===== config.mk =====
export PLATFORM = sky130hd
export DESIGN_NAME = epoch_seconds_to_calendar_unit
export DESIGN_NICKNAME = d
export VERILOG_FILES = /design/src/rtl/esc_pkg.sv /design/src/rtl/esc_ctrl.sv /design/src/rtl/esc_dpath.sv /design/src/rtl/epoch_seconds_to_calendar_unit.sv
export SDC_FILE = /design/constraint.sdc
export NUM_CORES = 1
export LEC_CHECK = 0
export ABC_AREA = 0
export BUFFER_PORTS_ARGS = -buffer_cell sky130_fd_sc_hd__buf_4
export CAP_MARGIN = 20
export CORE_UTILIZATION = 30
export DETAILED_ROUTE_END_ITERATION = 12
export HOLD_SLACK_MARGIN = 0.08
export SYNTH_ARGS = -nofsm -noshare
export SYNTH_HDL_FRONTEND = slang
export SYNTH_SLANG_ARGS = --single-unit

===== constraint.sdc =====
create_clock -name clk -period 6.6 [get_ports clk]
set_input_delay 0 -clock clk [delete_from_list [all_inputs] [get_ports clk]]
set_output_delay 0 -clock clk [all_outputs]
set_load 0.01 [all_outputs]

===== src/rtl/esc_pkg.sv =====
// Package for the epoch seconds to calendar unit: constants, command and status
// types, and the calendar helper functions.
// No dependencies.
`timescale 1ns / 1ps

package esc_pkg;

  // Divisors for the day, hour and minute splits
  localparam logic [16:0] SECS_PER_DAY  = 17'd86400;
  localparam logic [16:0] SECS_PER_HOUR = 17'd3600;
  localparam logic [16:0] SECS_PER_MIN  = 17'd60;

  localparam logic [10:0] BASE_YEAR = 11'd1904;

  // Reciprocals floor(2^k / d) on the pre-shifted dividend; the estimate is low
  // by at most one and the fix-up step adds it back.
  localparam logic [15:0] DAY_RECIP  = 16'd49710;  // (secs >> 7) / 675, k = 25
  localparam logic [5:0]  HOUR_RECIP = 6'd36;      // (tod >> 4) / 225, k = 13
  localparam logic [6:0]  MIN_RECIP  = 7'd68;      // (rem >> 2) / 15,  k = 10

  typedef logic [1:0] div_sel_t;
  localparam div_sel_t DIV_SEL_DAY  = 2'd0;
  localparam div_sel_t DIV_SEL_HOUR = 2'd1;
  localparam div_sel_t DIV_SEL_MIN  = 2'd2;

  typedef struct packed {
    logic     load_in;
    logic     div_est;
    logic     div_rem;
    logic     div_fix;
    div_sel_t div_sel;
    logic     year_step;
    logic     month_step;
    logic     load_out;
  } esc_cmd_t;

  typedef struct packed {
    logic year_done;
    logic month_done;
  } esc_status_t;

  // Years reachable are 1904..2040; the only century year among them is 2000,
  // a multiple of 400, so divisibility by 4 gives the full Gregorian rule.
  function automatic logic leap_year(input logic [10:0] y);
    leap_year = (y[1:0] == 2'b00);
  endfunction

  function automatic logic [8:0] year_len(input logic leap);
    year_len = leap ? 9'd366 : 9'd365;
  endfunction

  function automatic logic [4:0] month_len(input logic [3:0] m, input logic leap);
    logic [4:0] len;
    unique case (m)
      4'd1:    len = leap ? 5'd29 : 5'd28;
      4'd3:    len = 5'd30;
      4'd5:    len = 5'd30;
      4'd8:    len = 5'd30;
      4'd10:   len = 5'd30;
      default: len = 5'd31;
    endcase
    month_len = len;
  endfunction

endpackage


===== src/rtl/esc_ctrl.sv =====
// Controller for the epoch seconds to calendar unit: sequences the divide
// steps, the year and month walks and the output hand-off.
// Depends on esc_pkg.
`timescale 1ns / 1ps

module esc_ctrl
  import esc_pkg::*;
(
  input  logic        clk,
  input  logic        rst_n,
  input  logic        in_valid,
  output logic        in_ready,
  output logic        out_valid,
  input  logic        out_ready,
  input  esc_status_t status,
  output esc_cmd_t    cmd
);

  localparam logic [3:0] ST_IDLE     = 4'd0;
  localparam logic [3:0] ST_DAY_EST  = 4'd1;
  localparam logic [3:0] ST_DAY_REM  = 4'd2;
  localparam logic [3:0] ST_DAY_FIX  = 4'd3;
  localparam logic [3:0] ST_HOUR_EST = 4'd4;
  localparam logic [3:0] ST_HOUR_REM = 4'd5;
  localparam logic [3:0] ST_HOUR_FIX = 4'd6;
  localparam logic [3:0] ST_MIN_EST  = 4'd7;
  localparam logic [3:0] ST_MIN_REM  = 4'd8;
  localparam logic [3:0] ST_MIN_FIX  = 4'd9;
  localparam logic [3:0] ST_YEAR     = 4'd10;
  localparam logic [3:0] ST_MONTH    = 4'd11;
  localparam logic [3:0] ST_EMIT     = 4'd12;

  logic [3:0] state_r, state_nxt;
  logic       out_valid_r, out_valid_nxt;
  logic       out_free;

  assign out_free  = !out_valid_r || out_ready;
  assign in_ready  = (state_r == ST_IDLE);
  assign out_valid = out_valid_r;

  always_comb begin
    state_nxt = state_r;
    cmd       = '0;
    unique case (state_r)
      ST_IDLE: begin
        if (in_valid) begin
          cmd.load_in = 1'b1;
          state_nxt   = ST_DAY_EST;
        end
      end
      ST_DAY_EST: begin
        cmd.div_est = 1'b1;
        cmd.div_sel = DIV_SEL_DAY;
        state_nxt   = ST_DAY_REM;
      end
      ST_DAY_REM: begin
        cmd.div_rem = 1'b1;
        cmd.div_sel = DIV_SEL_DAY;
        state_nxt   = ST_DAY_FIX;
      end
      ST_DAY_FIX: begin
        cmd.div_fix = 1'b1;
        cmd.div_sel = DIV_SEL_DAY;
        state_nxt   = ST_HOUR_EST;
      end
      ST_HOUR_EST: begin
        cmd.div_est = 1'b1;
        cmd.div_sel = DIV_SEL_HOUR;
        state_nxt   = ST_HOUR_REM;
      end
      ST_HOUR_REM: begin
        cmd.div_rem = 1'b1;
        cmd.div_sel = DIV_SEL_HOUR;
        state_nxt   = ST_HOUR_FIX;
      end
      ST_HOUR_FIX: begin
        cmd.div_fix = 1'b1;
        cmd.div_sel = DIV_SEL_HOUR;
        state_nxt   = ST_MIN_EST;
      end
      ST_MIN_EST: begin
        cmd.div_est = 1'b1;
        cmd.div_sel = DIV_SEL_MIN;
        state_nxt   = ST_MIN_REM;
      end
      ST_MIN_REM: begin
        cmd.div_rem = 1'b1;
        cmd.div_sel = DIV_SEL_MIN;
        state_nxt   = ST_MIN_FIX;
      end
      ST_MIN_FIX: begin
        cmd.div_fix = 1'b1;
        cmd.div_sel = DIV_SEL_MIN;
        state_nxt   = ST_YEAR;
      end
      ST_YEAR: begin
        cmd.year_step = 1'b1;
        if (status.year_done) begin
          state_nxt = ST_MONTH;
        end
      end
      ST_MONTH: begin
        cmd.month_step = 1'b1;
        if (status.month_done) begin
          state_nxt = ST_EMIT;
        end
      end
      ST_EMIT: begin
        if (out_free) begin
          cmd.load_out = 1'b1;
          state_nxt    = ST_IDLE;
        end
      end
      default: begin
        state_nxt = ST_IDLE;
      end
    endcase
  end

  always_comb begin
    out_valid_nxt = out_valid_r;
    if (cmd.load_out) begin
      out_valid_nxt = 1'b1;
    end else if (out_ready) begin
      out_valid_nxt = 1'b0;
    end
  end

  always_ff @(posedge clk) begin
    if (!rst_n) begin
      state_r     <= ST_IDLE;
      out_valid_r <= 1'b0;
    end else begin
      state_r     <= state_nxt;
      out_valid_r <= out_valid_nxt;
    end
  end

endmodule


===== src/rtl/esc_dpath.sv =====
// Datapath for the epoch seconds to calendar unit: reciprocal-multiply divide
// steps, year and month subtractors, and the output register.
// Depends on esc_pkg.
`timescale 1ns / 1ps

module esc_dpath
  import esc_pkg::*;
(
  input  logic        clk,
  input  esc_cmd_t    cmd,
  output esc_status_t status,
  input  logic [31:0] in_epoch_seconds,
  output logic        out_is_blank,
  output logic [10:0] out_year,
  output logic [3:0]  out_month_index,
  output logic [4:0]  out_day_of_month,
  output logic [3:0]  out_hour_twelve,
  output logic        out_is_pm,
  output logic [5:0]  out_minute
);

  logic [31:0] secs_r;
  logic        blank_r;
  logic [15:0] days_r;
  logic [17:0] tod_r;     // below two days until the fix-up
  logic [4:0]  hour_r;
  logic [12:0] hrem_r;    // below two hours until the fix-up
  logic [5:0]  minute_r;
  logic [6:0]  mrem_r;    // below two minutes
  logic [10:0] year_r;
  logic [3:0]  month_r;

  logic        blank_out_r;
  logic [10:0] year_out_r;
  logic [3:0]  month_out_r;
  logic [4:0]  day_out_r;
  logic [3:0]  h12_out_r;
  logic        pm_out_r;
  logic [5:0]  minute_out_r;

  logic [40:0] day_prod;
  logic [17:0] hour_prod;
  logic [15:0] min_prod;
  logic [31:0] day_back;
  logic [16:0] hour_back;
  logic [11:0] min_back;
  logic [31:0] day_rem;
  logic [16:0] hour_rem;
  logic [11:0] min_rem;
  logic        day_over;
  logic        hour_over;
  logic        min_over;
  logic        leap;
  logic [8:0]  ylen;
  logic [4:0]  mlen;
  logic        is_pm;
  logic [4:0]  h_mod;
  logic [3:0]  h12;

  // quotient estimates
  assign day_prod  = 41'(secs_r[31:7]) * 41'(DAY_RECIP);
  assign hour_prod = 18'(tod_r[16:4]) * 18'(HOUR_RECIP);
  assign min_prod  = 16'(hrem_r[11:2]) * 16'(MIN_RECIP);

  // remainders against the estimates
  assign day_back  = 32'(days_r) * 32'(SECS_PER_DAY);
  assign hour_back = 17'(hour_r) * SECS_PER_HOUR;
  assign min_back  = 12'(minute_r) * 12'(SECS_PER_MIN);
  assign day_rem   = secs_r - day_back;
  assign hour_rem  = tod_r[16:0] - hour_back;
  assign min_rem   = hrem_r[11:0] - min_back;

  assign day_over  = (tod_r >= {1'b0, SECS_PER_DAY});
  assign hour_over = (hrem_r >= 13'(SECS_PER_HOUR));
  assign min_over  = (mrem_r >= 7'(SECS_PER_MIN));

  assign leap = leap_year(year_r);
  assign ylen = year_len(leap);
  assign mlen = month_len(month_r, leap);

  assign status.year_done  = (days_r < {7'd0, ylen});
  assign status.month_done = (days_r < {11'd0, mlen}) || (month_r >= 4'd11);

  assign is_pm = (hour_r >= 5'd12);
  assign h_mod = is_pm ? 5'(hour_r - 5'd12) : hour_r;
  assign h12   = (h_mod == 5'd0) ? 4'd12 : h_mod[3:0];

  always_ff @(posedge clk) begin
    if (cmd.load_in) begin
      secs_r  <= in_epoch_seconds;
      blank_r <= (in_epoch_seconds == 32'd0);
      year_r  <= BASE_YEAR;
      month_r <= '0;
    end else if (cmd.div_est) begin
      unique case (cmd.div_sel)
        DIV_SEL_DAY:  days_r   <= day_prod[40:25];
        DIV_SEL_HOUR: hour_r   <= hour_prod[17:13];
        default:      minute_r <= min_prod[15:10];
      endcase
    end else if (cmd.div_rem) begin
      unique case (cmd.div_sel)
        DIV_SEL_DAY:  tod_r  <= day_rem[17:0];
        DIV_SEL_HOUR: hrem_r <= hour_rem[12:0];
        default:      mrem_r <= min_rem[6:0];
      endcase
    end else if (cmd.div_fix) begin
      unique case (cmd.div_sel)
        DIV_SEL_DAY: begin
          if (day_over) begin
            tod_r  <= tod_r - {1'b0, SECS_PER_DAY};
            days_r <= days_r + 16'd1;
          end
        end
        DIV_SEL_HOUR: begin
          if (hour_over) begin
            hrem_r <= hrem_r - 13'(SECS_PER_HOUR);
            hour_r <= hour_r + 5'd1;
          end
        end
        default: begin
          if (min_over) begin
            minute_r <= minute_r + 6'd1;
          end
        end
      endcase
    end else if (cmd.year_step) begin
      if (!status.year_done) begin
        days_r <= days_r - {7'd0, ylen};
        year_r <= year_r + 11'd1;
      end
    end else if (cmd.month_step) begin
      if (!status.month_done) begin
        days_r  <= days_r - {11'd0, mlen};
        month_r <= month_r + 4'd1;
      end
    end
  end

  always_ff @(posedge clk) begin
    if (cmd.load_out) begin
      blank_out_r  <= blank_r;
      year_out_r   <= year_r;
      month_out_r  <= month_r;
      day_out_r    <= 5'(days_r[4:0] + 5'd1);
      h12_out_r    <= h12;
      pm_out_r     <= is_pm;
      minute_out_r <= minute_r;
    end
  end

  assign out_is_blank     = blank_out_r;
  assign out_year         = year_out_r;
  assign out_month_index  = month_out_r;
  assign out_day_of_month = day_out_r;
  assign out_hour_twelve  = h12_out_r;
  assign out_is_pm        = pm_out_r;
  assign out_minute       = minute_out_r;

endmodule


===== src/rtl/epoch_seconds_to_calendar_unit.sv =====
// Epoch seconds to calendar unit: 1904-based second count to Gregorian date
// and 12-hour time. Top level joining the controller and the datapath.
// Depends on esc_pkg, esc_ctrl and esc_dpath.
//
// Usage:
//  - Input channel (in_valid/in_ready/in_epoch_seconds): one request carries a
//    32-bit unsigned second count. in_ready is high only while the unit is
//    idle; one request is in work at a time.
//  - Result channel (out_valid/out_ready/out_*): one result per request.
//    Fields sit in an output register, so a result may wait for the receiver
//    while the next request is already accepted and worked on.
//  - Sequence: after acceptance, day, hour and minute each go through a
//    reciprocal estimate, a back-multiply and a one-step fix-up; then the
//    year walk steps one year at a time and the month walk one month at a
//    time, each until its status reports done; then the hand-off to the
//    output register.
//  - A new request is taken only once the previous one is handed off.
//  - Receiver stall: a finished request holds in the last step until the
//    output register is free, then in_ready returns.
//  - Reset (rst_n low, synchronous): controller returns to idle, out_valid
//    drops; payload registers are not cleared.
`timescale 1ns / 1ps

module epoch_seconds_to_calendar_unit
  import esc_pkg::*;
(
  input  logic        clk,
  input  logic        rst_n,
  input  logic        in_valid,
  output logic        in_ready,
  input  logic [31:0] in_epoch_seconds,
  output logic        out_valid,
  input  logic        out_ready,
  output logic        out_is_blank,
  output logic [10:0] out_year,
  output logic [3:0]  out_month_index,
  output logic [4:0]  out_day_of_month,
  output logic [3:0]  out_hour_twelve,
  output logic        out_is_pm,
  output logic [5:0]  out_minute
);

  // command and status between the state machine and the datapath
  esc_cmd_t    cmd;
  esc_status_t status;

  esc_ctrl u_ctrl (
    .clk       (clk),
    .rst_n     (rst_n),
    .in_valid  (in_valid),
    .in_ready  (in_ready),
    .out_valid (out_valid),
    .out_ready (out_ready),
    .status    (status),
    .cmd       (cmd)
  );

  esc_dpath u_dpath (
    .clk              (clk),
    .cmd              (cmd),
    .status           (status),
    .in_epoch_seconds (in_epoch_seconds),
    .out_is_blank     (out_is_blank),
    .out_year         (out_year),
    .out_month_index  (out_month_index),
    .out_day_of_month (out_day_of_month),
    .out_hour_twelve  (out_hour_twelve),
    .out_is_pm        (out_is_pm),
    .out_minute       (out_minute)
  );

endmodule

# Word-level counts from Yosys, hierarchy flattened
# Cells that the tools add are included.
classes:
  add_sub_neg: 14
  n_reduce_logical: 32
  n_mux: 53
  n_mul: 6
  n_lt_le_gt_ge: 7
  n_bitwise: 8
  eq_ne: 30
op_table:
  columns: ["op", "count"]
  rows:
  - ["2-to-1 mux 16 bit", 10]
  - ["2-to-1 mux 18 bit", 5]
  - ["2-to-1 mux 13 bit", 5]
  - ["one-hot mux 4 bit (13 select lines)", 1]
  - ["multiplier 25 x 15 -> 40 bit, second input constant", 1]
  - ["2-to-1 mux 6 bit", 6]
  - ["2-to-1 mux 5 bit", 7]
  - ["zero test 32 bit", 1]
  - ["equality test 4 bit, second input constant", 7]
  - ["equality test 4 x 3 -> 1 bit, second input constant", 5]
  - ["AND reduction 5 bit", 4]
  - ["greater-or-equal comparator 18 x 17 -> 1 bit, second input constant", 1]
  - ["subtractor 18 x 17 -> 18 bit, second input constant", 1]
  - ["subtractor 18 bit", 1]
  - ["adder 16 x 1 -> 16 bit, second input constant", 1]
  - ["less-than comparator 16 x 5 -> 1 bit", 1]
  - ["less-than comparator 16 x 9 -> 1 bit", 1]
  - ["multiplier 13 x 4 -> 16 bit, second input constant", 1]
  - ["multiplier 16 x 10 -> 11 bit, second input constant", 1]
  - ["2-to-1 mux 4 bit", 4]
  - ["subtractor 16 x 5 -> 16 bit", 1]
  - ["subtractor 16 x 9 -> 16 bit", 1]
  - ["OR reduction 3 bit", 5]
  - ["multiplier 10 x 5 -> 14 bit, second input constant", 1]
  - ["other kinds (39)", 78]
word_totals:
  in_bits: 36
  output_inout_bits: 34
  register_bits: 150
  word_cells: 169

# Longest topological paths before layout
# Gate-level depths: netlist (run 1).
depth:
  ltp_word: 11
  depth_mapped: 22
  depth_no_buf: 21

# Cells and area by module
# Synthesis (run 1) repeated with hierarchy kept, for this count alone.
hier_totals:
  hier_cells: 1501
  area_unflattened_um2: 15513.6
modules_own_cells:
  columns: ["mod", "seq_area_each_um2", "cells_per_inst", "n_inst", "area_each_um2"]
  rows:
  - ["esc_dpath", 4144.0, 1440, 1, 14986.9]
  - ["esc_ctrl", 100.1, 61, 1, 526.8]

# Least setup slack after synthesis (run 1)
# Ideal clock, no wire load.
synth_path:
  path_kind: "register to register"
  from: "reg u_dpath.secs_r[19]"
  to: "reg u_dpath.days_r[8] (data pin)"
  required_ns: 6.344
  path_buffers: 1
  t_arrival_ns: 5.435
  slack_ns: 0.910
  period_less_slack_ns: 5.690
  setup_time_ns: 0.256
  path_stages_with_launch: 20
  path_cell_list: "edfxtp_1 > ha_1 > ha_1 > fa_1 > inv_1 > fa_1 > inv_1 > fa_1 > inv_1 > fa_1 > inv_1 > ha_1 > clkbuf_1 > and3_1 > a211o_1 > o32a_1 > o21ai_1 > o21ai_0 > or3_1 > a31o_2"
synth_between:
  elab_chain_len: 3
synth_rtl:
  columns: ["element", "line_no", "text"]
  rows:
  - ["start: declaration", "esc_dpath.sv:22", "logic [31:0] secs_r;"]
  - ["start signal: assignment", "esc_dpath.sv:90", "secs_r <= in_epoch_seconds;"]
  - ["multiplier 25 x 15 -> 40 bit", "esc_dpath.sv:61", "assign day_prod = 41'(secs_r[31:7]) * 41'(DAY_RECIP);"]
  - ["2-to-1 mux 16 bit", "esc_dpath.sv:95", "unique case (cmd.div_sel)"]
  - ["2-to-1 mux 16 bit", "esc_dpath.sv:94", "end else if (cmd.div_est) begin"]
  - ["end signal: assignment", "esc_dpath.sv:96", "DIV_SEL_DAY: days_r <= day_prod[40:25];"]
  - ["end signal: assignment", "esc_dpath.sv:111", "days_r <= days_r + 16'd1;"]
  - ["end signal: assignment", "esc_dpath.sv:128", "days_r <= days_r - {7'd0, ylen};"]
  - ["end: declaration", "esc_dpath.sv:24", "logic [15:0] days_r;"]
# No other way between the ends. The select of a mux whose other input is x is not followed.
# A chain may end at the register's enable or synchronous reset.

# Final worst setup path (run 1)
# Same ends and word-level chain as after synthesis.

==> PnR_summary.wiki, run 1 <==
{| class="wikitable"
! Metric !! Value
|-
| Mean area per synthesized cell || 10.1 µm²
|-
| Chip Width || 229 µm
|-
| Worst setup slack after placement || 0.500 ns
|-
| DRC violation count after routing || 0
|-
| Cell count of the worst reg-to-reg path || 19
|-
| Antenna violations before repair || 0
|-
| Count of H-tree levels built during CTS || 4
|-
| Post-synthesis cell area || 0.0154 mm²
|-
| Synth warnings || 0
|-
| Max Slew Vio Count || 0
|-
| Number of placement rows || 82
|-
| Hold Vio Cnt, Final || 0
|-
| Final setup violation count || 0
|-
| Count of buffers from port buffering || 69
|-
| Cell count after synthesis || 1532
|-
| Detailed-route wire length per cell || 15.5 µm
|-
| Buffer cell driving the clock tree root || clkbuf_16
|-
| Per-cell via count in the routed design || 4.78
|-
| Synth area leader || edfxtp_1
|-
| Post-route setup TNS || 0 ns
|-
| Post-CTS repair timing setup buffer count || 0
|-
| Area grow syn2layout || 14.7%
|-
| Origin of the worst setup path || u_dpath.secs_r[19]
|-
| Global routing usage summed across all routing layers || 14.0%
|-
| Number of max-cap violations || 0
|-
| Violation count after the first detailed-routing iteration || 558
|-
| Proportion of netlist area held by the largest area contributor || 24.9%
|-
| Setup repair after global routing missed its margin || no
|-
| Clock tree from TritonCTS || done
|-
| Register bit total from synthesis || 148
|-
| Gpl congestion || 0.868
|-
| Least-Margin Pin Slew || 1.04 ns
|-
| Number of antenna diodes || 0
|-
| Die Y-Extent || 229 µm
|-
| Number of buffers created by CTS || 17
|-
| Final routed wirelength across all metal layers || 35900 µm
|-
| Slew margin rel. || 30.4%
|-
| Placed Instances || 2251
|-
| Largest clock skew in the final design || 0.0122 ns
|-
| Leading cell types by total area after synthesis || edfxtp_1 (25%), ha_1 (23%), fa_1 (14%)
|-
| Via count || 11079
|-
| Fraction of the yosys area taken by sequential cells || 27.5%
|-
| Clock input transition at the sequential cells of the worst setup and hold paths || 0.07 ns
|-
| RR Startpoint || u_dpath.secs_r[19]
|-
| Number of nets produced by synthesis || 1960
|-
| Via count of the first global-routing pass || 11464
|-
| Worst reg2reg path endpoint || u_dpath.days_r[8]
|-
| HPWL Detailed || 28800 µm
|-
| Number of ports placed on the die boundary || 70
|-
| Largest fanout on the critical path || 8
|-
| First-pass GRT wire length || 58600 µm
|-
| Maximum single-stage delay on the critical path || 0.53 ns
|-
| Tightest Hold Check Type || primary input to flip-flop
|-
| Layout cell share with drive strength beyond 1 || 8.38%
|-
| Maximum number of pins on one net before global-route repair || 43
|-
| Fin nets || 2061
|-
| Final Instance Count excl. Fillers || 2318
|-
| Final min period || 6.09 ns
|-
| First-pass DRT Iterations || 5
|-
| Residual overflow from global routing || 0
|-
| CP top delay family || adder cells
|-
| Number of synthesized flops with an enable pin || 128
|-
| Crit path max-delay cell type || fa_1
|-
| Core Region || 0.0505 mm²
|-
| Timing-limited maximum frequency || 164 MHz
|-
| Clock latency at the later pin of the worst-skew pair || 0.44 ns
|-
| Area of the die || 0.0523 mm²
|-
| Clock sink total || 148
|-
| Number of library cell types mapped by synthesis || 71
|-
| Critical path buffer and inverter count || 4
|-
| Startpoint types || flip-flop
|-
| Worst setup slack after layout || 0.506 ns
|-
| Crit path capture type || flip-flop
|-
| Run status || finished clean
|-
| Antenna-violating nets left || 0
|-
| Endpoint of the worst hold path || u_dpath.secs_r[24]
|-
| Top flip-flop cell by instance count after synthesis || edfxtp_1
|-
| Initial Util || 30.6%
|-
| Share of the clock period used by the worst path || 92.3%
|-
| PostCTS Resize Cnt || 0
|-
| Share of async-settable or async-resettable flops after synthesis || 0%
|-
| Hold Path Origin || in_epoch_seconds[24]
|-
| Cell breakdown of the critical path || ha_1 > ha_1 > fa_1 > inv_1 > fa_1 > inv_1 > fa_1 > inv_1 > fa_1 > inv_1 > ha_1 > and3_1 > a211o_1 > nor3_1 > o21ai_0 > o21ai_1 > o21ai_0 > or3_1 > a31o_2
|-
| Worst Path Arrival || 6.29 ns
|-
| Crit Path Category || flip-flop to flip-flop
|-
| Required time at the endpoint of the critical path || 6.79 ns
|-
| Longest Clk Path Bufs || 2
|-
| Hold depth || 2
|-
| Register-to-register setup slack || 0.51 ns
|}
[cell usage after synthesis, drive strengths merged (5+ instances only)]
library cell	instances
nand4	14
clkbuf	32
and3	9
dfxtp	20
edfxtp	128
o211ai	9
a31oi	9
nor3b	7
fa	109
o22ai	5
o21a	10
o21ai	70
mux2i	7
nor2b	15
a211oi	10
nor4	11
inv	248
nand3	35
a21boi	9
or3	17
or2	6
nor3	30
a21oi	76
nor2	69
xnor2	75
ha	283
a21o	24
nand2b	9
nand2	72
xor2	32
and2	14
o31ai	14
[area by class of cell]
| type | instances | area (µm²) |
|---|---|---|
| Multi-Input combinational cell | 1102 | 10100 |
| Inverter | 248 | 931 |
| Timing Repair Buffer | 116 | 958 |
| Clock buffer | 17 | 425 |
| Clock inverter | 15 | 163 |
| Fill cell | 5075 | 32800 |
| Sequential cell | 148 | 4240 |
| Tap cell | 672 | 841 |
[kinds of logic after synthesis]
logic type,after synthesis,synth area share [%]
flops,148,27.5
buf+inv,282,6.88
compound gates,274,11.3
simple gates,321,10.6
xor+xnor,107,6.08
mux,8,0.527
fa+ha+maj,392,37.1
[per-stage QoR]
stage	utilization [%]	area [µm²]	hold WS (ns)
final	35.1	17700	0.281
after global placement	33.2	16800	0.188
after global routing	35.1	17700	0.271
after detailed placement	33.2	16800	0.191
after floorplan	-	15400	0.0989
after CTS	35.1	17700	0.259
[repair_timing]
| item | in CTS | in global routing |
|---|---|---|
| hold buffers | 35 | 0 |
| setup endpoints to repair | 0 | 0 |
| hold endpoints to repair | 44 | 0 |
[sequential cells by signal (all words and copies together) (netlist names)]
register,cells
u_dpath.out_month_index,4
u_dpath.out_is_pm,1
u_dpath.out_year,11
u_dpath.hrem_r,13
u_ctrl.out_valid,1
u_dpath.month_r,4
u_dpath.blank_r,1
u_dpath.secs_r,32
u_dpath.out_day_of_month,5
u_dpath.mrem_r,5
u_ctrl.state_r,4
u_dpath.out_minute,6
u_dpath.hour_r,5
u_dpath.tod_r,18
u_dpath.out_is_blank,1
u_dpath.minute_r,6
u_dpath.out_hour_twelve,4
u_dpath.days_r,16
u_dpath.year_r,11
[worst max path at each step]
stage / endpoint / slack, ns / cells past startpoint
finish: u_dpath.days_r[8] / 0.51 / 19
global route: u_dpath.days_r[8] / 0.25 / 19
floorplan: u_dpath.days_r[8] / 0.91 / 19
global placement: u_dpath.days_r[8] / 0.58 / 19
CTS: u_dpath.days_r[8] / 0.48 / 17
detailed placement: u_dpath.days_r[8] / 0.50 / 19
[cell usage in the layout (no fill, tap or decap), drive strengths merged, types with 6 or more instances in the layout]
| cell | count |
|---|---|
| nor4 | 11 |
| nand4 | 14 |
| nor3 | 30 |
| and2 | 14 |
| o31ai | 14 |
| nor2b | 15 |
| dfxtp | 20 |
| or3 | 17 |
| a21boi | 9 |
| a21oi | 76 |
| mux2i | 7 |
| inv | 256 |
| o21ai | 70 |
| clkbuf | 17 |
| a21o | 24 |
| dlygate4sd3 | 35 |
| a211oi | 10 |
| nor2 | 69 |
| a31oi | 9 |
| o211ai | 9 |
| buf | 81 |
| nor3b | 7 |
| nand2 | 72 |
| o21a | 10 |
| or2 | 6 |
| xnor2 | 75 |
| ha | 283 |
| nand2b | 9 |
| edfxtp | 128 |
| nand3 | 35 |
| and3 | 9 |
| fa | 109 |
| xor2 | 32 |
[layer usage]
| layer | wire [µm] | GRT usage, % | vias up | part of all wire, % |
|---|---|---|---|---|
| met5 | 0 | 0 | - | 0 |
| met4 | 866 | 4.70 | 0 | 2.4 |
| met3 | 833 | 1.87 | 45 | 2.3 |
| met2 | 17600 | 24.2 | 160 | 49 |
| met1 | 16600 | 18.0 | 5354 | 46 |
| li1 | - | - | 5520 | - |
Power of run 1 is left out: the tool's default activity adds up to more than one toggle a clock period on the data nets, which glitch-free logic cannot reach.
==> inputs of run 2 (changes only) <==
Settings changed: CORE_MARGIN set to 4, SYNTH_HIERARCHICAL set to 1.
==> PnR_summary.wiki, run 2 <==
{| class="wikitable"
! Metric !! Value
|-
| Share of the core filled with cells || 34.5% (-0.54 points)
|-
| Met3 routing resource usage after global routing || 2.19% (+0.32 points)
|-
| Maximum number of pins on one net before global-route repair || 38 (-12%)
|-
| Required time at the endpoint of the critical path || 6.75 ns (-0.04 ns)
|-
| Hold Vio Cnt, Final || 0 (unchanged)
|-
| Cell breakdown of the critical path || inv_1 > fa_1 > inv_1 > ha_1 > ha_1 > fa_1 > fa_1 > inv_1 > fa_1 > inv_1 > ha_1 > nand4_1 > a2111oi_4 > o31ai_2 > a31oi_1 > a21o_1 > a21oi_1 > xnor2_1 > mux2i_1
|-
| FILL cells || 5183 (+2.1%)
|-
| Critical path buffer and inverter count || 4 (unchanged)
|-
| PostCTS Resize Cnt || 0 (unchanged)
|-
| Flip-flop count of the largest register, all copies and words added || 32 (unchanged)
|-
| DRC violation count after routing || 0 (unchanged)
|-
| Area of the die || 0.0554 mm² (+5.9%)
|-
| Chip Width || 235 µm (+2.9%)
|-
| Largest fanout on the critical path || 5 (-3)
|-
| Initial Util || 30.2% (-0.31 points)
|-
| Cell count after synthesis || 1501 (-2.0%)
|-
| Worst Path Arrival || 5.88 ns (-0.41 ns)
|-
| Share of the clock period used by the worst path || 86.8% (-5.5 points)
|-
| Detailed-route wire length per cell || 14.7 µm (-5.2%)
|-
| First-pass DRT Iterations || 5 (unchanged)
|-
| Final routed wirelength across all metal layers || 33600 µm (-6.3%)
|-
| Largest clock skew in the final design || 0.0134 ns (+0.00114 ns)
|-
| First-pass GRT wire length || 57400 µm (-2.1%)
|-
| Post-CTS repair timing setup buffer count || 0 (unchanged)
|-
| Number of library cell types mapped by synthesis || 86 (+21%)
|-
| Final min period || 5.73 ns (-0.364 ns)
|-
| Least-Margin Pin Slew || 1.07 ns (+0.0297 ns)
|-
| Register bit total from synthesis || 148 (unchanged)
|-
| Peak-usage layer in the global routing report || met2
|-
| Most common cell after layout, fill and taps aside || ha_1
|-
| Hold Path Origin || in_epoch_seconds[22]
|-
| Number of max-cap violations || 0 (unchanged)
|-
| Number of nets produced by synthesis || 1929 (-1.6%)
|-
| Hold WS || 0.282 ns (+0.000958 ns)
|-
| Commonest cells in the synthesized netlist || ha_1 (283), inv_1 (251), edfxtp_1 (128)
|-
| Core Region || 0.0513 mm² (+1.6%)
|-
| Timing-limited maximum frequency || 175 MHz (+6.4%)
|-
| Post-synthesis cell area || 0.0155 mm² (+0.58%)
|-
| Post-layout instance area || 0.0177 mm² (about the same)
|-
| Number of ports placed on the die boundary || 70 (unchanged)
|-
| Register-to-register setup slack || 0.87 ns (+0.36 ns)
|-
| Number of antenna diodes || 0 (unchanged)
|-
| Top flip-flop cell by instance count after synthesis || edfxtp_1
|-
| Number of synthesized flops with an enable pin || 128 (unchanged)
|-
| Fraction of the yosys area taken by sequential cells || 27.4% (-0.16 points)
|-
| Crit path max-delay cell type || fa_1
|-
| Cell count of the worst reg-to-reg path || 19 (unchanged)
|-
| Antenna-violating nets left || 0 (unchanged)
|-
| Die Y-Extent || 235 µm (+2.9%)
|-
| M2 GR Usage || 20.4% (-3.8 points)
|-
| Slew margin rel. || 28.5% (-1.9 points)
|-
| Clock sink total || 148 (unchanged)
|-
| Storage cell area || 0.00424 mm² (unchanged)
|-
| Area occupied by multi-input gates || 0.0101 mm² (about the same)
|-
| Synth area leader || edfxtp_1
|-
| Longest Clk Path Bufs || 2 (unchanged)
|-
| Commonest cells after routing, fill and taps aside || ha_1 (283), inv_1 (251), edfxtp_1 (128), fa_1 (109), a21oi_1 (77)
|-
| Per-cell via count in the routed design || 4.71 (-1.5%)
|-
| Register name with the most flops || u_dpath/secs_r
|-
| Layout cell share with drive strength beyond 1 || 9.19% (+0.80 points)
|-
| Maximum single-stage delay on the critical path || 0.57 ns (+0.04 ns)
|-
| RR Startpoint || u_dpath/secs_r[25]
|-
| HPWL Detailed || 27300 µm (-5.4%)
|-
| Final setup violation count || 0 (unchanged)
|-
| Share of async-settable or async-resettable flops after synthesis || 0% (unchanged)
|-
| Setup repair after global routing missed its margin || no
|-
| Crit path capture type || flip-flop
|-
| Hold depth || 2 (unchanged)
|-
| Fin nets || 2026 (-1.7%)
|-
| Antenna violations before repair || 0 (unchanged)
|-
| Clock tree from TritonCTS || done
|-
| Global routing usage summed across all routing layers || 12.5% (-1.6 points)
|-
| Count of buffers from port buffering || 69 (unchanged)
|-
| Violation count after the first detailed-routing iteration || 605 (+8.4%)
|-
| Crit Path Category || flip-flop to flip-flop
|-
| Endpoint of the worst hold path || u_dpath/secs_r[22]
|-
| Area grow syn2layout || 14.1%
|-
| Via count of the first global-routing pass || 11148 (-2.8%)
|-
| Clock input transition at the sequential cells of the worst setup and hold paths || 0.06 ns (about the same)
|-
| Run status || finished clean
|-
| Via count || 10788 (-2.6%)
|-
| Hold buffer count at CTS || 36 (+2.9%)
|-
| Clock latency at the later pin of the worst-skew pair || 0.44 ns (about the same)
|-
| Worst reg2reg path endpoint || u_dpath/days_r[15]
|-
| Tightest Hold Check Type || primary input to flip-flop
|-
| Registers with the most flip-flops || u_dpath/secs_r: 32 flops, u_dpath/tod_r: 18 flops, u_dpath/days_r: 16 flops
|-
| Startpoint types || flip-flop
|-
| Max Slew Vio Count || 0 (unchanged)
|-
| GR Util met1 || 17.1% (-0.82 points)
|-
| Top-count cell post-synth || ha_1
|-
| Synth warnings || 6 (+6)
|-
| Proportion of netlist area held by the largest area contributor || 24.8% (-0.14 points)
|-
| Residual overflow from global routing || 0 (unchanged)
|-
| Buffer cell driving the clock tree root || clkbuf_16
|-
| CP top delay family || adder cells
|-
| Total placed instance area || 0.0167 mm² (-0.10%)
|-
| Number of buffers created by CTS || 17 (unchanged)
|-
| Number of placement rows || 83 (+1.2%)
|-
| Post-route setup TNS || 0 ns (unchanged)
|-
| Mean area per synthesized cell || 10.3 µm² (+2.7%)
|-
| Count of H-tree levels built during CTS || 4 (unchanged)
|-
| Gpl congestion || 0.843 (-2.9%)
|-
| Leading cell types by total area after synthesis || edfxtp_1 (25%), ha_1 (23%), fa_1 (14%)
|}
[run 2: cell count changes after synthesis, moves of 7 or more]
| cell | previous run | this run |
|---|---|---|
| nand3_1 | 35 | 14 |
| nor2_1 | 69 | 58 |
| o21ai_0 | 68 | 57 |
| clkbuf_1 | 31 | 21 |
| a21o_1 | 24 | 15 |
| a211oi_1 | 10 | 2 |
| nor4_1 | 11 | 18 |
[run 2: per-layer routing]
layer	wire [µm]	part of all wire, %	vias to the layer above
met5	0	0	-
met4	582	1.7	0
met3	1090	3.3	37
met2	15700	47	166
met1	16200	48	5197
li1	-	-	5388
[run 2: stage by stage]
stage,worst slack (ns),cells
CTS,0.796,2290
global route,0.524,2291
detailed placement,0.787,2222
floorplan,1.35,1501
global placement,0.902,2221
finish,0.870,2291
[run 2: cells by family after synthesis]
group,after synthesis,share of synthesized area [%]
flip-flops,148,27.4
AO/OA/AOI/OAI,255,11.1
multiplexers,16,1.06
XOR/XNOR,107,6.04
buffers and inverters,286,7.38
adder cells (fa/ha/maj),392,36.9
AND/OR/NAND/NOR,297,10.2
[run 2: worst max-delay path by stage]
stage | startpoint | endpoint | slack, ns | cells after the start
floorplan | u_dpath/secs_r[10] | u_dpath/days_r[12] | 1.35 | 17
global placement | u_dpath/secs_r[25] | u_dpath/days_r[15] | 0.90 | 19
detailed placement | u_dpath/secs_r[25] | u_dpath/days_r[15] | 0.79 | 19
CTS | u_dpath/secs_r[25] | u_dpath/days_r[15] | 0.80 | 19
global route | u_dpath/secs_r[19] | u_dpath/days_r[15] | 0.52 | 21
finish | u_dpath/secs_r[25] | u_dpath/days_r[15] | 0.87 | 19
[run 2: layout make-up]
cell class / count / share of cell area (%)
clock buffers: 21 / 2.84
well taps: 680 / 4.81
clock inverters: 11 / 0.551
multi-input cells: 1067 / 57.2
inverters: 251 / 5.32
repair buffers: 113 / 5.27
flip-flops and latches: 148 / 24.0
[run 2: worst reg2reg max path, stage by stage (launching register included)]
cell and delay [ns]:
edfxtp_1 0.55, inv_1 0.21, fa_1 0.57, inv_1 0.04, ha_1 0.27, ha_1 0.31
fa_1 0.47, fa_1 0.57, inv_1 0.06, fa_1 0.52, inv_1 0.04, ha_1 0.31
nand4_1 0.19, a2111oi_4 0.32, o31ai_2 0.15, a31oi_1 0.33, a21o_1 0.20, a21oi_1 0.08
xnor2_1 0.16, mux2i_1 0.08
Power of run 2 is left out for the same reason.
==> inputs of run 3 (changes only) <==
Clock period 6.6 ns to 6.7 ns, I/O delays scaled along.
==> PnR_summary.wiki, run 3 (synthesized netlist as in run 2, its figures left out) <==
{| class="wikitable"
! Metric !! Value
|-
| Hold Vio Cnt, Final || 0 (unchanged)
|-
| Register name with the most flops || u_dpath/secs_r
|-
| Initial Util || 30.2% (unchanged)
|-
| Area grow syn2layout || 14.1% (about the same)
|-
| Share of the clock period used by the worst path || 85.6% (-1.2 points)
|-
| Least-Margin Pin Slew || 0.711 ns (-0.361 ns)
|-
| First-pass DRT Iterations || 5 (unchanged)
|-
| Area of the die || 0.0554 mm² (unchanged)
|-
| Registers with the most flip-flops || u_dpath/secs_r: 32 flops, u_dpath/tod_r: 18 flops, u_dpath/days_r: 16 flops
|-
| Final routed wirelength across all metal layers || 34000 µm (+1.1%)
|-
| Area occupied by multi-input gates || 0.0101 mm² (unchanged)
|-
| Chip Width || 235 µm (unchanged)
|-
| Gpl congestion || 0.842 (-0.13%)
|-
| Count of buffers from port buffering || 69 (unchanged)
|-
| FILL cells || 5158 (-0.48%)
|-
| Worst setup slack after placement || 0.960 ns (+0.172 ns)
|-
| Required time at the endpoint of the critical path || 6.86 ns (+0.11 ns)
|-
| Flip-flop count of the largest register, all copies and words added || 32 (unchanged)
|-
| Fin nets || 2028 (+0.099%)
|-
| Clock latency at the later pin of the worst-skew pair || 0.43 ns (about the same)
|-
| Worst setup slack after layout || 0.965 ns (+0.0943 ns)
|-
| Per-cell via count in the routed design || 4.71 (about the same)
|-
| Setup repair after global routing missed its margin || no
|-
| Run status || finished clean
|-
| Final min period || 5.74 ns (+0.00567 ns)
|-
| Count of H-tree levels built during CTS || 4 (unchanged)
|-
| Clock input transition at the sequential cells of the worst setup and hold paths || 0.06 ns (about the same)
|-
| Max Slew Vio Count || 0 (unchanged)
|-
| Via count || 10804 (+0.15%)
|-
| Via count of the first global-routing pass || 11101 (-0.42%)
|-
| Maximum single-stage delay on the critical path || 0.57 ns (about the same)
|-
| Layout cell share with drive strength beyond 1 || 9.18% (-0.011 points)
|-
| Clock sink total || 148 (unchanged)
|-
| Worst Path Arrival || 5.90 ns (+0.02 ns)
|-
| Post-CTS repair timing setup buffer count || 0 (unchanged)
|-
| Cell breakdown of the critical path || inv_1 > fa_1 > inv_1 > ha_1 > ha_1 > fa_1 > fa_1 > inv_1 > fa_1 > inv_1 > ha_1 > a21oi_1 > o211ai_2 > a22oi_4 > nand3_2 > a221oi_4 > o21ai_1 > a211oi_1 > o22ai_1
|-
| Detailed-route wire length per cell || 14.8 µm (+1.0%)
|-
| HPWL Detailed || 27400 µm (+0.67%)
|-
| Number of antenna diodes || 0 (unchanged)
|-
| Crit path capture type || flip-flop
|-
| Number of ports placed on the die boundary || 70 (unchanged)
|-
| Crit Path Category || flip-flop to flip-flop
|-
| Largest clock skew in the final design || 0.0127 ns (-0.000692 ns)
|-
| Antenna-violating nets left || 0 (unchanged)
|-
| Longest Clk Path Bufs || 2 (unchanged)
|-
| Residual overflow from global routing || 0 (unchanged)
|-
| Placed Instances || 2222 (unchanged)
|-
| Critical path buffer and inverter count || 4 (unchanged)
|-
| Buffer cell driving the clock tree root || clkbuf_16
|-
| Final Instance Count excl. Fillers || 2293 (+0.087%)
|-
| Clock tree from TritonCTS || done
|-
| Maximum number of pins on one net before global-route repair || 38 (unchanged)
|-
| Number of placement rows || 83 (unchanged)
|-
| CP top delay family || adder cells
|-
| Final setup violation count || 0 (unchanged)
|-
| Core Region || 0.0513 mm² (unchanged)
|-
| Die Y-Extent || 235 µm (unchanged)
|-
| First-pass GRT wire length || 57200 µm (-0.32%)
|-
| Share of the core filled with cells || 34.5% (about the same)
|-
| Number of buffers created by CTS || 17 (unchanged)
|-
| Global routing usage summed across all routing layers || 12.5% (+0.044 points)
|-
| Violation count after the first detailed-routing iteration || 580 (-4.1%)
|-
| Largest fanout on the critical path || 5 (unchanged)
|-
| Most common cell after layout, fill and taps aside || ha_1
|-
| Startpoint types || flip-flop
|-
| Commonest cells after routing, fill and taps aside || ha_1 (283), inv_1 (251), edfxtp_1 (128), fa_1 (109), a21oi_1 (77)
|-
| Post-route setup TNS || 0 ns (unchanged)
|-
| DRC violation count after routing || 0 (unchanged)
|-
| Number of max-cap violations || 0 (unchanged)
|-
| Antenna violations before repair || 0 (unchanged)
|-
| Tightest Hold Check Type || primary input to flip-flop
|-
| Slew margin rel. || 52.6% (+24 points)
|-
| Timing-limited maximum frequency || 174 MHz (about the same)
|-
| Crit path max-delay cell type || fa_1
|-
| Storage cell area || 0.00424 mm² (unchanged)
|}
-- run 3: cell type report --
cell class	count	area share, %
multi-input cells	1067	57.3
flip-flops and latches	148	24.0
repair buffers	115	5.47
inverters	251	5.32
well taps	680	4.81
clock buffers	19	2.45
clock inverters	13	0.721
-- run 3: final timing paths --
check	to	from	cells past startpoint	slack, ns
setup / recovery	u_dpath/days_r[12]	u_dpath/secs_r[24]	19	0.96
hold / removal	u_dpath/secs_r[23]	in_epoch_seconds[23]	2	0.29
setup reg to reg	u_dpath/days_r[12]	u_dpath/secs_r[24]	19	0.96
hold reg to reg	u_dpath/out_is_blank	u_dpath/blank_r	0	0.42
-- run 3: routing by layer --
| layer | global-route usage (%) | part of all wire (%) |
|---|---|---|
| met1 | 17.0 | 48 |
| met2 | 20.9 | 47 |
| met3 | 2.31 | 3.6 |
| met4 | 2.81 | 1.2 |
| met5 | 0 | 0 |
-- run 3: metrics by stage --
stage	hold slack, ns	area (µm²)
final	0.293	17700
after global routing	0.280	17700
after CTS	0.271	17700
after detailed placement	0.190	16700
after global placement	0.191	16700
after floorplan	0.0989	15500
-- run 3: timing repair --
item | CTS | global route
gates resized for setup | 0 | 0
hold buffers | 36 | 0
hold endpoints to repair | 38 | 0
Power of run 3 is left out for the same reason.
